## src/sstq_pkg.sv

```systemverilog
package sstq_pkg;

   localparam int DEFAULT_QUEUE_DEPTH = 16;
   localparam int MAX_RESULTS = 16;
   localparam logic [15:0] TPS_RESET = 16'd1000;

   localparam logic OP_INSERT = 1'b0;
   localparam logic OP_TICK = 1'b1;

   localparam logic [1:0] KIND_ACCEPTED = 2'd0;
   localparam logic [1:0] KIND_FULL = 2'd1;
   localparam logic [1:0] KIND_WOKEN = 2'd2;

   typedef struct packed {
      logic [31:0] wake;
      logic [7:0] tid;
   } entry_type;

   typedef struct packed {
      logic cap_insert;
      logic cap_tick;
      logic mul;
      logic add;
      logic rd_ins;
      logic shift;
      logic place;
      logic rd_cnt;
      logic cnt_inc;
      logic rd_emit;
      logic out_ins;
      logic out_wake;
      logic emit_inc;
      logic commit;
   } cmd_type;

   typedef struct packed {
      logic full;
      logic idx_zero;
      logic later;
      logic cnt_stop;
      logic due;
      logic out_woken;
      logic out_last;
   } status_type;

endpackage

```

## src/sstq_req_if.sv

```systemverilog
interface sstq_req_if;
   logic valid;
   logic ready;
   logic op;
   logic [7:0] thread_id;
   logic [15:0] delay_seconds;

   modport source (output valid, output op, output thread_id, output delay_seconds,
                   input ready);
   modport sink (input valid, input op, input thread_id, input delay_seconds,
                 output ready);
endinterface

```

## src/sstq_rsp_if.sv

```systemverilog
interface sstq_rsp_if;
   logic valid;
   logic ready;
   logic [1:0] kind;
   logic [7:0] woken_thread;
   logic last_result;

   modport source (output valid, output kind, output woken_thread, output last_result,
                   input ready);
   modport sink (input valid, input kind, input woken_thread, input last_result,
                 output ready);
endinterface

```

## src/sstq_datapath.sv

```systemverilog
module sstq_datapath
   import sstq_pkg::*;
#(
   parameter int QUEUE_DEPTH = DEFAULT_QUEUE_DEPTH
) (
   input  logic clock,
   input  logic reset,
   input  cmd_type cmd,
   output status_type status,
   input  logic [7:0] req_thread_id,
   input  logic [15:0] req_delay_seconds,
   input  logic csr_write_enable,
   input  logic [15:0] csr_write_data,
   output logic [1:0] rsp_kind,
   output logic [7:0] rsp_woken_thread,
   output logic rsp_last_result
);

   localparam int OCC_W = $clog2(QUEUE_DEPTH + 1);
   localparam int IDX_W = $clog2(QUEUE_DEPTH);
   localparam int SUM_W = OCC_W + 1;

   // Entries live in a ring; logical position zero is the earliest deadline.
   function automatic logic [IDX_W-1:0] ring_addr(input logic [IDX_W-1:0] base,
                                                  input logic [OCC_W-1:0] offset);
      logic [SUM_W-1:0] sum;
      sum = SUM_W'(base) + SUM_W'(offset);
      if (sum >= SUM_W'(QUEUE_DEPTH)) begin
         sum = sum - SUM_W'(QUEUE_DEPTH);
      end
      return sum[IDX_W-1:0];
   endfunction

   entry_type mem_ff [QUEUE_DEPTH];
   entry_type rd_data_ff;

   logic [15:0] tps_ff, tps_in;
   logic [31:0] tick_ff, tick_in;
   logic [OCC_W-1:0] occ_ff, occ_in;
   logic [IDX_W-1:0] head_ff, head_in;
   logic [OCC_W-1:0] idx_ff, idx_in;
   logic [OCC_W-1:0] emit_ff, emit_in;
   logic [7:0] tid_ff, tid_in;
   logic [15:0] delay_ff, delay_in;
   logic [31:0] span_ff, span_in;
   logic [31:0] wake_ff, wake_in;
   logic [1:0] out_kind_ff, out_kind_in;
   logic [7:0] out_tid_ff, out_tid_in;
   logic out_last_ff, out_last_in;

   logic [32:0] wake_sum;
   logic rd_en;
   logic [OCC_W-1:0] rd_pos;
   logic wr_en;
   entry_type wr_data;

   always_comb begin
      tps_in = csr_write_enable ? csr_write_data : tps_ff;
      tick_in = cmd.cap_tick ? tick_ff + 32'd1 : tick_ff;

      occ_in = occ_ff;
      if (cmd.place) begin
         occ_in = occ_ff + OCC_W'(1);
      end else if (cmd.commit) begin
         occ_in = occ_ff - idx_ff;
      end
      head_in = cmd.commit ? ring_addr(head_ff, idx_ff) : head_ff;

      idx_in = idx_ff;
      if (cmd.cap_tick) begin
         idx_in = '0;
      end else if (cmd.add) begin
         idx_in = occ_ff;
      end else if (cmd.shift) begin
         idx_in = idx_ff - OCC_W'(1);
      end else if (cmd.cnt_inc) begin
         idx_in = idx_ff + OCC_W'(1);
      end

      emit_in = emit_ff;
      if (cmd.cap_tick) begin
         emit_in = '0;
      end else if (cmd.emit_inc) begin
         emit_in = emit_ff + OCC_W'(1);
      end

      tid_in = cmd.cap_insert ? req_thread_id : tid_ff;
      delay_in = cmd.cap_insert ? req_delay_seconds : delay_ff;
      span_in = cmd.mul ? delay_ff * tps_ff : span_ff;

      wake_sum = {1'b0, tick_ff} + {1'b0, span_ff};
      wake_in = wake_ff;
      if (cmd.add) begin
         wake_in = wake_sum[32] ? 32'hFFFF_FFFF : wake_sum[31:0];
      end

      out_kind_in = out_kind_ff;
      out_tid_in = out_tid_ff;
      out_last_in = out_last_ff;
      if (cmd.out_ins) begin
         out_kind_in = status.full ? KIND_FULL : KIND_ACCEPTED;
         out_tid_in = 8'd0;
         out_last_in = 1'b1;
      end else if (cmd.out_wake) begin
         out_kind_in = KIND_WOKEN;
         out_tid_in = rd_data_ff.tid;
         out_last_in = (emit_ff + OCC_W'(1)) == idx_ff;
      end
   end

   always_comb begin
      rd_en = cmd.rd_ins | cmd.rd_cnt | cmd.rd_emit;
      if (cmd.rd_ins) begin
         rd_pos = idx_ff - OCC_W'(1);
      end else if (cmd.rd_cnt) begin
         rd_pos = idx_ff;
      end else begin
         rd_pos = emit_ff;
      end
      wr_en = cmd.shift | cmd.place;
      wr_data = cmd.shift ? rd_data_ff : entry_type'{wake: wake_ff, tid: tid_ff};
   end

   always_ff @(posedge clock) begin
      if (wr_en) begin
         mem_ff[ring_addr(head_ff, idx_ff)] <= wr_data;
      end
      if (rd_en) begin
         rd_data_ff <= mem_ff[ring_addr(head_ff, rd_pos)];
      end
   end

   always_ff @(posedge clock) begin
      if (reset) begin
         tps_ff <= TPS_RESET;
         tick_ff <= '0;
         occ_ff <= '0;
         head_ff <= '0;
         idx_ff <= '0;
         emit_ff <= '0;
      end else begin
         tps_ff <= tps_in;
         tick_ff <= tick_in;
         occ_ff <= occ_in;
         head_ff <= head_in;
         idx_ff <= idx_in;
         emit_ff <= emit_in;
      end
   end

   always_ff @(posedge clock) begin
      tid_ff <= tid_in;
      delay_ff <= delay_in;
      span_ff <= span_in;
      wake_ff <= wake_in;
      out_kind_ff <= out_kind_in;
      out_tid_ff <= out_tid_in;
      out_last_ff <= out_last_in;
   end

   always_comb begin
      status.full = occ_ff == OCC_W'(QUEUE_DEPTH);
      status.idx_zero = idx_ff == '0;
      status.later = rd_data_ff.wake > wake_ff;
      status.cnt_stop = (idx_ff == occ_ff) || (32'(idx_ff) == MAX_RESULTS);
      status.due = rd_data_ff.wake <= tick_ff;
      status.out_woken = out_kind_ff == KIND_WOKEN;
      status.out_last = out_last_ff;
   end

   assign rsp_kind = out_kind_ff;
   assign rsp_woken_thread = out_tid_ff;
   assign rsp_last_result = out_last_ff;

   a_occ_bound: assert property (@(posedge clock) disable iff (reset)
      occ_ff <= OCC_W'(QUEUE_DEPTH))
      else $error("occupancy exceeds queue depth");

   a_place_not_full: assert property (@(posedge clock) disable iff (reset)
      cmd.place |-> !status.full)
      else $error("entry placed into a full queue");

   a_woken_is_due: assert property (@(posedge clock) disable iff (reset)
      cmd.out_wake |-> rd_data_ff.wake <= tick_ff)
      else $error("released an entry whose wake time is not reached");

   a_commit_bound: assert property (@(posedge clock) disable iff (reset)
      cmd.commit |-> (idx_ff <= occ_ff) && ((emit_ff + OCC_W'(1)) == idx_ff))
      else $error("drain commit does not match the released count");

endmodule

```

## src/sstq_controller.sv

```systemverilog
module sstq_controller
   import sstq_pkg::*;
(
   input  logic clock,
   input  logic reset,
   input  logic req_valid,
   input  logic req_op,
   output logic req_ready,
   output logic rsp_valid,
   input  logic rsp_ready,
   input  status_type status,
   output cmd_type cmd
);

   localparam logic [3:0] S_IDLE = 4'd0;
   localparam logic [3:0] S_MUL = 4'd1;
   localparam logic [3:0] S_ADD = 4'd2;
   localparam logic [3:0] S_INS_CHK = 4'd3;
   localparam logic [3:0] S_INS_RD = 4'd4;
   localparam logic [3:0] S_INS_EV = 4'd5;
   localparam logic [3:0] S_PLACE = 4'd6;
   localparam logic [3:0] S_CNT_CHK = 4'd7;
   localparam logic [3:0] S_CNT_RD = 4'd8;
   localparam logic [3:0] S_CNT_EV = 4'd9;
   localparam logic [3:0] S_EMIT_RD = 4'd10;
   localparam logic [3:0] S_EMIT_LD = 4'd11;
   localparam logic [3:0] S_RESP = 4'd12;

   logic [3:0] state_ff, state_in;

   assign req_ready = state_ff == S_IDLE;
   assign rsp_valid = state_ff == S_RESP;

   always_comb begin
      state_in = state_ff;
      cmd = '0;
      case (state_ff)
         S_IDLE: begin
            if (req_valid) begin
               if (req_op == OP_INSERT) begin
                  cmd.cap_insert = 1'b1;
                  state_in = S_MUL;
               end else begin
                  cmd.cap_tick = 1'b1;
                  state_in = S_CNT_CHK;
               end
            end
         end
         S_MUL: begin
            cmd.mul = 1'b1;
            state_in = S_ADD;
         end
         S_ADD: begin
            cmd.add = 1'b1;
            state_in = S_INS_CHK;
         end
         S_INS_CHK: begin
            if (status.full) begin
               cmd.out_ins = 1'b1;
               state_in = S_RESP;
            end else if (status.idx_zero) begin
               state_in = S_PLACE;
            end else begin
               state_in = S_INS_RD;
            end
         end
         S_INS_RD: begin
            cmd.rd_ins = 1'b1;
            state_in = S_INS_EV;
         end
         S_INS_EV: begin
            // A strictly later neighbor moves up one place; an equal one stays ahead.
            if (status.later) begin
               cmd.shift = 1'b1;
               state_in = S_INS_CHK;
            end else begin
               state_in = S_PLACE;
            end
         end
         S_PLACE: begin
            cmd.place = 1'b1;
            cmd.out_ins = 1'b1;
            state_in = S_RESP;
         end
         S_CNT_CHK: begin
            if (!status.cnt_stop) begin
               state_in = S_CNT_RD;
            end else if (status.idx_zero) begin
               state_in = S_IDLE;
            end else begin
               state_in = S_EMIT_RD;
            end
         end
         S_CNT_RD: begin
            cmd.rd_cnt = 1'b1;
            state_in = S_CNT_EV;
         end
         S_CNT_EV: begin
            if (status.due) begin
               cmd.cnt_inc = 1'b1;
               state_in = S_CNT_CHK;
            end else if (status.idx_zero) begin
               state_in = S_IDLE;
            end else begin
               state_in = S_EMIT_RD;
            end
         end
         S_EMIT_RD: begin
            cmd.rd_emit = 1'b1;
            state_in = S_EMIT_LD;
         end
         S_EMIT_LD: begin
            cmd.out_wake = 1'b1;
            state_in = S_RESP;
         end
         S_RESP: begin
            if (rsp_ready) begin
               if (status.out_woken) begin
                  cmd.emit_inc = 1'b1;
                  if (status.out_last) begin
                     cmd.commit = 1'b1;
                     state_in = S_IDLE;
                  end else begin
                     state_in = S_EMIT_RD;
                  end
               end else begin
                  state_in = S_IDLE;
               end
            end
         end
         default: begin
            state_in = S_IDLE;
         end
      endcase
   end

   always_ff @(posedge clock) begin
      if (reset) begin
         state_ff <= S_IDLE;
      end else begin
         state_ff <= state_in;
      end
   end

   a_resp_holds: assert property (@(posedge clock) disable iff (reset)
      (rsp_valid && !rsp_ready) |=> rsp_valid && $stable(state_ff))
      else $error("pending result dropped before its transfer");

   a_no_accept_busy: assert property (@(posedge clock) disable iff (reset)
      (cmd.cap_insert || cmd.cap_tick) |-> state_ff == S_IDLE)
      else $error("item captured while a previous item is in progress");

   a_commit_last: assert property (@(posedge clock) disable iff (reset)
      cmd.commit |-> status.out_last && status.out_woken)
      else $error("drain committed before its final result");

endmodule

```

## src/sorted_sleep_timer_queue.sv

```systemverilog
// Deadline-ordered sleep queue of thread ids.
// Request channel (req_bus): op selects insert or tick; an insert carries a thread id
// and a delay in seconds. Result channel (rsp_bus): kind, woken_thread, last_result.
// csr_write_enable/csr_write_data load ticks per second; write it only while idle.
// An insert gives exactly one result (accepted, or full when the table holds
// QUEUE_DEPTH entries). A full answer skips the table walk. An accepted insert moves
// each later entry up one slot, and a compare with an entry that is not later, or
// reaching the front, stops the walk; the sorted table is walked one read and one
// write at a time on a single memory port.
// A tick advances the counter and releases up to 16 due head entries, one result each
// with the last one marked; it first counts the due entries, then releases each one,
// waiting on rsp_bus.ready for each result. A tick with nothing due returns to idle
// after its transfer and gives no result.
// One item is handled at a time: req_bus.ready is high only while idle.
// A stalled receiver holds the result steady in its output register until transfer.
// Reset clears the tick counter, the table occupancy and the control state and sets
// ticks per second to 1000; table contents are not cleared, no clearing pass is needed.
module sorted_sleep_timer_queue
   import sstq_pkg::*;
#(
   parameter int QUEUE_DEPTH = DEFAULT_QUEUE_DEPTH
) (
   input  logic clock,
   input  logic reset,
   sstq_req_if.sink req_bus,
   sstq_rsp_if.source rsp_bus,
   input  logic csr_write_enable,
   input  logic [15:0] csr_write_data
);

   cmd_type cmd;
   status_type status;

   sstq_controller u_ctl (
      .clock(clock),
      .reset(reset),
      .req_valid(req_bus.valid),
      .req_op(req_bus.op),
      .req_ready(req_bus.ready),
      .rsp_valid(rsp_bus.valid),
      .rsp_ready(rsp_bus.ready),
      .status(status),
      .cmd(cmd)
   );

   sstq_datapath #(
      .QUEUE_DEPTH(QUEUE_DEPTH)
   ) u_dp (
      .clock(clock),
      .reset(reset),
      .cmd(cmd),
      .status(status),
      .req_thread_id(req_bus.thread_id),
      .req_delay_seconds(req_bus.delay_seconds),
      .csr_write_enable(csr_write_enable),
      .csr_write_data(csr_write_data),
      .rsp_kind(rsp_bus.kind),
      .rsp_woken_thread(rsp_bus.woken_thread),
      .rsp_last_result(rsp_bus.last_result)
   );

endmodule
```

## src/flat_wrapper.sv

```systemverilog
// flat-port wrapper written by rule: the top's interface ports become plain ports
module sorted_sleep_timer_queue_flat import sstq_pkg::*;
#(
   parameter int QUEUE_DEPTH = DEFAULT_QUEUE_DEPTH
)
  (clock, reset, csr_write_enable, csr_write_data, req_bus_valid, req_bus_op, req_bus_thread_id, req_bus_delay_seconds, req_bus_ready, rsp_bus_valid, rsp_bus_kind, rsp_bus_woken_thread, rsp_bus_last_result, rsp_bus_ready);
  sstq_req_if req_bus_i ();
  sstq_rsp_if rsp_bus_i ();
  input  logic clock;
  input  logic reset;
  input  logic csr_write_enable;
  input  logic [15:0] csr_write_data;
  input wire logic [$bits(req_bus_i.valid)-1:0] req_bus_valid;
  input wire logic [$bits(req_bus_i.op)-1:0] req_bus_op;
  input wire logic [$bits(req_bus_i.thread_id)-1:0] req_bus_thread_id;
  input wire logic [$bits(req_bus_i.delay_seconds)-1:0] req_bus_delay_seconds;
  output wire logic [$bits(req_bus_i.ready)-1:0] req_bus_ready;
  output wire logic [$bits(rsp_bus_i.valid)-1:0] rsp_bus_valid;
  output wire logic [$bits(rsp_bus_i.kind)-1:0] rsp_bus_kind;
  output wire logic [$bits(rsp_bus_i.woken_thread)-1:0] rsp_bus_woken_thread;
  output wire logic [$bits(rsp_bus_i.last_result)-1:0] rsp_bus_last_result;
  input wire logic [$bits(rsp_bus_i.ready)-1:0] rsp_bus_ready;
  assign req_bus_i.valid = req_bus_valid;
  assign req_bus_i.op = req_bus_op;
  assign req_bus_i.thread_id = req_bus_thread_id;
  assign req_bus_i.delay_seconds = req_bus_delay_seconds;
  assign req_bus_ready = req_bus_i.ready;
  assign rsp_bus_valid = rsp_bus_i.valid;
  assign rsp_bus_kind = rsp_bus_i.kind;
  assign rsp_bus_woken_thread = rsp_bus_i.woken_thread;
  assign rsp_bus_last_result = rsp_bus_i.last_result;
  assign rsp_bus_i.ready = rsp_bus_ready;
  sorted_sleep_timer_queue #(.QUEUE_DEPTH(QUEUE_DEPTH)) u_core (.clock(clock), .reset(reset), .req_bus(req_bus_i), .rsp_bus(rsp_bus_i), .csr_write_enable(csr_write_enable), .csr_write_data(csr_write_data));
endmodule
```

## config.mk

```make
export PLATFORM = sky130hd
export DESIGN_NAME = sorted_sleep_timer_queue_flat
export DESIGN_NICKNAME = d
export VERILOG_FILES = /design/src/sstq_pkg.sv /design/src/sstq_req_if.sv /design/src/sstq_rsp_if.sv /design/src/sstq_datapath.sv /design/src/sstq_controller.sv /design/src/sorted_sleep_timer_queue.sv /design/src/flat_wrapper.sv
export SDC_FILE = /design/constraint.sdc
export NUM_CORES = 2
export LEC_CHECK = 0
export BUFFER_PORTS_ARGS = -buffer_cell sky130_fd_sc_hd__buf_2
export CAP_MARGIN = 20
export CORE_UTILIZATION = 55
export DETAILED_ROUTE_END_ITERATION = 8
export PLACE_DENSITY = 0.83
export RECOVER_POWER = 50
export SYNTH_ARGS = -nofsm -noshare
export SYNTH_HDL_FRONTEND = slang
export SYNTH_HIERARCHICAL = 1
export SYNTH_SLANG_ARGS = --single-unit
```

## constraint.sdc

```tcl
create_clock -name clock -period 15.46 [get_ports clock]
set_input_delay 2.319 -clock clock [delete_from_list [all_inputs] [get_ports clock]]
set_output_delay 2.319 -clock clock [all_outputs]
set_load 0.05 [all_outputs]
```

==> flow_metrics.tcl <==
set metrics [dict create \
    worst_r2r_startpoint "u_core/u_dp/rd_data_ff[22]" \
    synth_warnings 6 \
    setup_violations 0 \
    postSynthCellCount 3314 \
    rsz0062_at_grt "no" \
    arrival_ps 8550 \
    die_width_um 288 \
    path_class "register to register" \
    dp_hpwl_um 59700 \
    start_util 0.557 \
    rows 104 \
    htree_num_levels 3 \
    leakage_uw 0.0183 \
    p_sw_frac 0.370 \
    antenna_found_initial 0 \
    cts.path.max_buffers 3 \
    seq_area_frac_synth 0.550 \
    drt_iter0_drc 3107 \
    synthArstFlopShare 0 \
    synth_area_um2 44900 \
    gp_congestion 0.897 \
    max_freq_ghz 0.121 \
    synth_flop_cell "edfxtp_1" \
    slew_headroom -1.79 \
    port_buffers 58 \
    grt_pass1_wl_um 165000 \
    p_int_uw 5600 \
    slew_viol_final 298 \
    p_clk_frac 0.236 \
    wirelength_um 108000 \
    die_h_um 288 \
    p_total_uw 8880 \
    vdd_drop_max_mv 0.296 \
    n_fill_cell 5689 \
    cts_resized 0 \
    drive_gt1_frac 0.116 \
    cts-buffers-inserted 84 \
    cp.required_ps 15710 \
    area_delta_synth_final_pct 9.79 \
    cts_root_buf "clkbuf_16" \
    grt_max_degree 98 \
    grt_pass1_vias 28600 \
    die-area_um2 82800 \
    hold_viol 0 \
    hold_class "register to register" \
    p_switching_uw 3280 \
    synth-seq-cells 850 \
    clock-sinks 850 \
    viasPerCell 6.22 \
    final_nets 3840 \
    period_share 0.537 \
    syn-num-nets 3775 \
    coreArea_um2 80700 \
    setup.worst_path.start "u_core/u_dp/rd_data_ff[22]" \
    p_comb_frac 0.419 \
    cap_viol_max_count 7 \
    grtUsageMet2 0.443 \
    worstMarginPinSlew_ps 4190 \
    clk_pin_slew_ps 60 \
    setup_tns_ps 0 \
    grt_util_met3 0.0432 \
    grt-busiest-layer "met2" \
    powerDensity_nw_per_um2 180 \
    post_drt_wl_per_cell_um 24.0 \
    grt_overflow 0 \
    diodes 0 \
    min-delay-start "u_core/u_dp/rsp_woken_thread[7]" \
    met1_usage 0.339 \
    boundaryPins 59 \
    path_max_fanout 79 \
    ant_nets 0 \
    drt-pass1-iter-count 8 \
    startpoint_type "register" \
    crit_path_end_kind "register" \
    cts_tree "done" \
    postCtsSetupRepairBufs 0 \
    status "finished with violations" \
    pwr-share-seq 0.344 \
    holdBufCountCts 0 \
    vias 28000 \
    avgSynthCellArea_um2 13.6 \
    track_usage 0.264 \
    drt_drc_violations_left 4 \
    fin_skew_ps 84.2 \
    violations "design-rule violations, max-capacitance violations, max-slew violations" \
    synth-edff-count 770 \
    post-route-min-period_ps 8290 \
    clk_latency_ps 700 \
    synth.distinct_cells 85 \
]
sequential cells by signal (all words and copies together), names as in the netlist:
name	flops
u_core/u_dp/mem_ff	640
u_core/u_ctl/state_ff	4
u_core/u_dp/rsp_woken_thread	8
u_core/u_dp/idx_ff	5
u_core/u_dp/occ_ff	5
u_core/u_dp/rsp_kind	2
u_core/u_dp/head_ff	4
u_core/u_dp/emit_ff	5
u_core/u_dp/wake_ff	32
u_core/u_dp/rd_data_ff	40
u_core/u_dp/span_ff	32
u_core/u_dp/tid_ff	8
u_core/u_dp/tps_ff	16
u_core/u_dp/tick_ff	32
u_core/u_dp/delay_ff	16
u_core/u_dp/rsp_last_result	1
power groups by stage:
stage          clock network, uW  registers [uW]  logic (uW)
2_1_floorplan                  0            3040        2850
3_3_place_gp                   0            3080        3540
3_5_place_dp                   0            3090        3640
4_1_cts                     2120            3040        3730
5_1_grt                     2200            3070        4150
6_report                    2100            3060        3720
cells in the final DEF, fill, tap and decap left out, types with 9 or more instances in the layout:
cell type	Yosys	final
mux2i_1	26	26
nand3_1	25	25
a211o_1	9	9
dfxtp_1	80	80
nor3_1	23	23
clkbuf_16	0	85
nand4_1	28	28
and2_1	176	167
xor2_1	25	24
a21o_1	44	44
and3_1	14	14
edfxtp_1	770	770
mux4_2	160	160
o211ai_1	10	10
nor2b_1	21	21
a211oi_1	54	54
clkinv_1	1	13
buf_4	1	29
nand2b_1	23	23
nor2_1	147	131
inv_1	331	331
and2_0	0	9
ha_1	217	216
buf_2	23	44
nor2_4	0	16
a21oi_1	104	104
o21ai_0	89	90
xnor2_1	70	68
clkbuf_1	116	69
fa_1	198	197
a31oi_1	51	51
nand2_1	342	342
final timing paths:
check                                          to  slack (ps)  cells past startpoint
hold reg to reg   u_core/u_dp/rsp_woken_thread[7]         520                      2
setup / recovery       u_core/u_dp/mem_ff[15][17]        7170                     12
hold / removal    u_core/u_dp/rsp_woken_thread[7]         520                      2
setup reg to reg       u_core/u_dp/mem_ff[15][17]        7170                     12
cell usage after synthesis (8+ instances only):
cell type | count | share of area
nand3_1 | 25 | 0.0028
inv_1 | 331 | 0.028
mux2i_1 | 26 | 0.0058
nand4_1 | 28 | 0.0039
nand2_1 | 342 | 0.029
nand2b_1 | 23 | 0.0032
a21o_1 | 44 | 0.0074
ha_1 | 217 | 0.060
o21bai_1 | 8 | 0.0013
edfxtp_1 | 770 | 0.51
a31oi_1 | 51 | 0.0071
nor2b_1 | 21 | 0.0029
clkbuf_1 | 116 | 0.0097
a21oi_1 | 104 | 0.012
fa_1 | 198 | 0.088
xor2_1 | 25 | 0.0049
o21a_1 | 8 | 0.0013
xnor2_1 | 70 | 0.014
buf_2 | 23 | 0.0026
mux4_2 | 160 | 0.080
nor2_1 | 147 | 0.012
nor3_1 | 23 | 0.0026
mux2_2 | 10 | 0.0025
and3_1 | 14 | 0.0019
and2_1 | 176 | 0.025
nor3b_1 | 8 | 0.0013
o21ai_0 | 89 | 0.0099
a211oi_1 | 54 | 0.0090
or3_1 | 9 | 0.0013
dfxtp_1 | 80 | 0.036
a211o_1 | 9 | 0.0018
o211ai_1 | 10 | 0.0017
critical path, cell delays in order (launching register included):
cell      delay (ps)
edfxtp_1         520
ha_1             380
nand4_1          150
or2_2            360
a21oi_1          240
o21ai_0          160
a32oi_1          610
inv_1            100
nor3_1           310
clkbuf_1        2970
o211ai_1        1040
nor2_4           290
buf_4            720
metal layers:
| layer | vias up | part of all wire |
|---|---|---|
| li1 | 12000 | - |
| met1 | 13900 | 0.36 |
| met2 | 1678 | 0.50 |
| met3 | 367 | 0.097 |
| met4 | 0 | 0.047 |
| met5 | - | 0 |
metrics by stage:
step | hold slack [ps] | utilization | setup slack, ps | area (um2) | cells
4_1_cts | 531 | 0.613 | 8810 | 49500 | 4503
3_5_place_dp | 478 | 0.578 | 8830 | 46600 | 4351
2_1_floorplan | 475 | - | 9370 | 44900 | 3314
5_1_grt | 552 | 0.611 | 6900 | 49300 | 4505
6_report | 522 | 0.611 | 7170 | 49300 | 4505
3_3_place_gp | 471 | 0.578 | 8970 | 46600 | 4351
cells by family after synthesis:
family                   after synthesis  share of synthesized area
AO/OA/AOI/OAI                        428                     0.0609
buffers and inverters                479                     0.0409
multiplexers                         197                     0.0888
flip-flops                           850                      0.550
AND/OR/NAND/NOR                      850                     0.0917
XOR/XNOR                              95                     0.0185
adder cells (fa/ha/maj)              415                      0.149
cell type report:
| type | count | area [um2] | share of cell area |
|---|---|---|---|
| Timing Repair Buffer | 123 | 649 | 0.0132 |
| Sequential cell | 850 | 24700 | 0.501 |
| Inverter | 335 | 1260 | 0.0255 |
| Clock buffer | 107 | 2220 | 0.0450 |
| Multi-Input combinational cell | 1985 | 18500 | 0.376 |
| Clock inverter | 45 | 608 | 0.0123 |
| Tap cell | 1060 | 1330 | 0.0269 |
No activity file was read; power rests on OpenSTA's default activity.
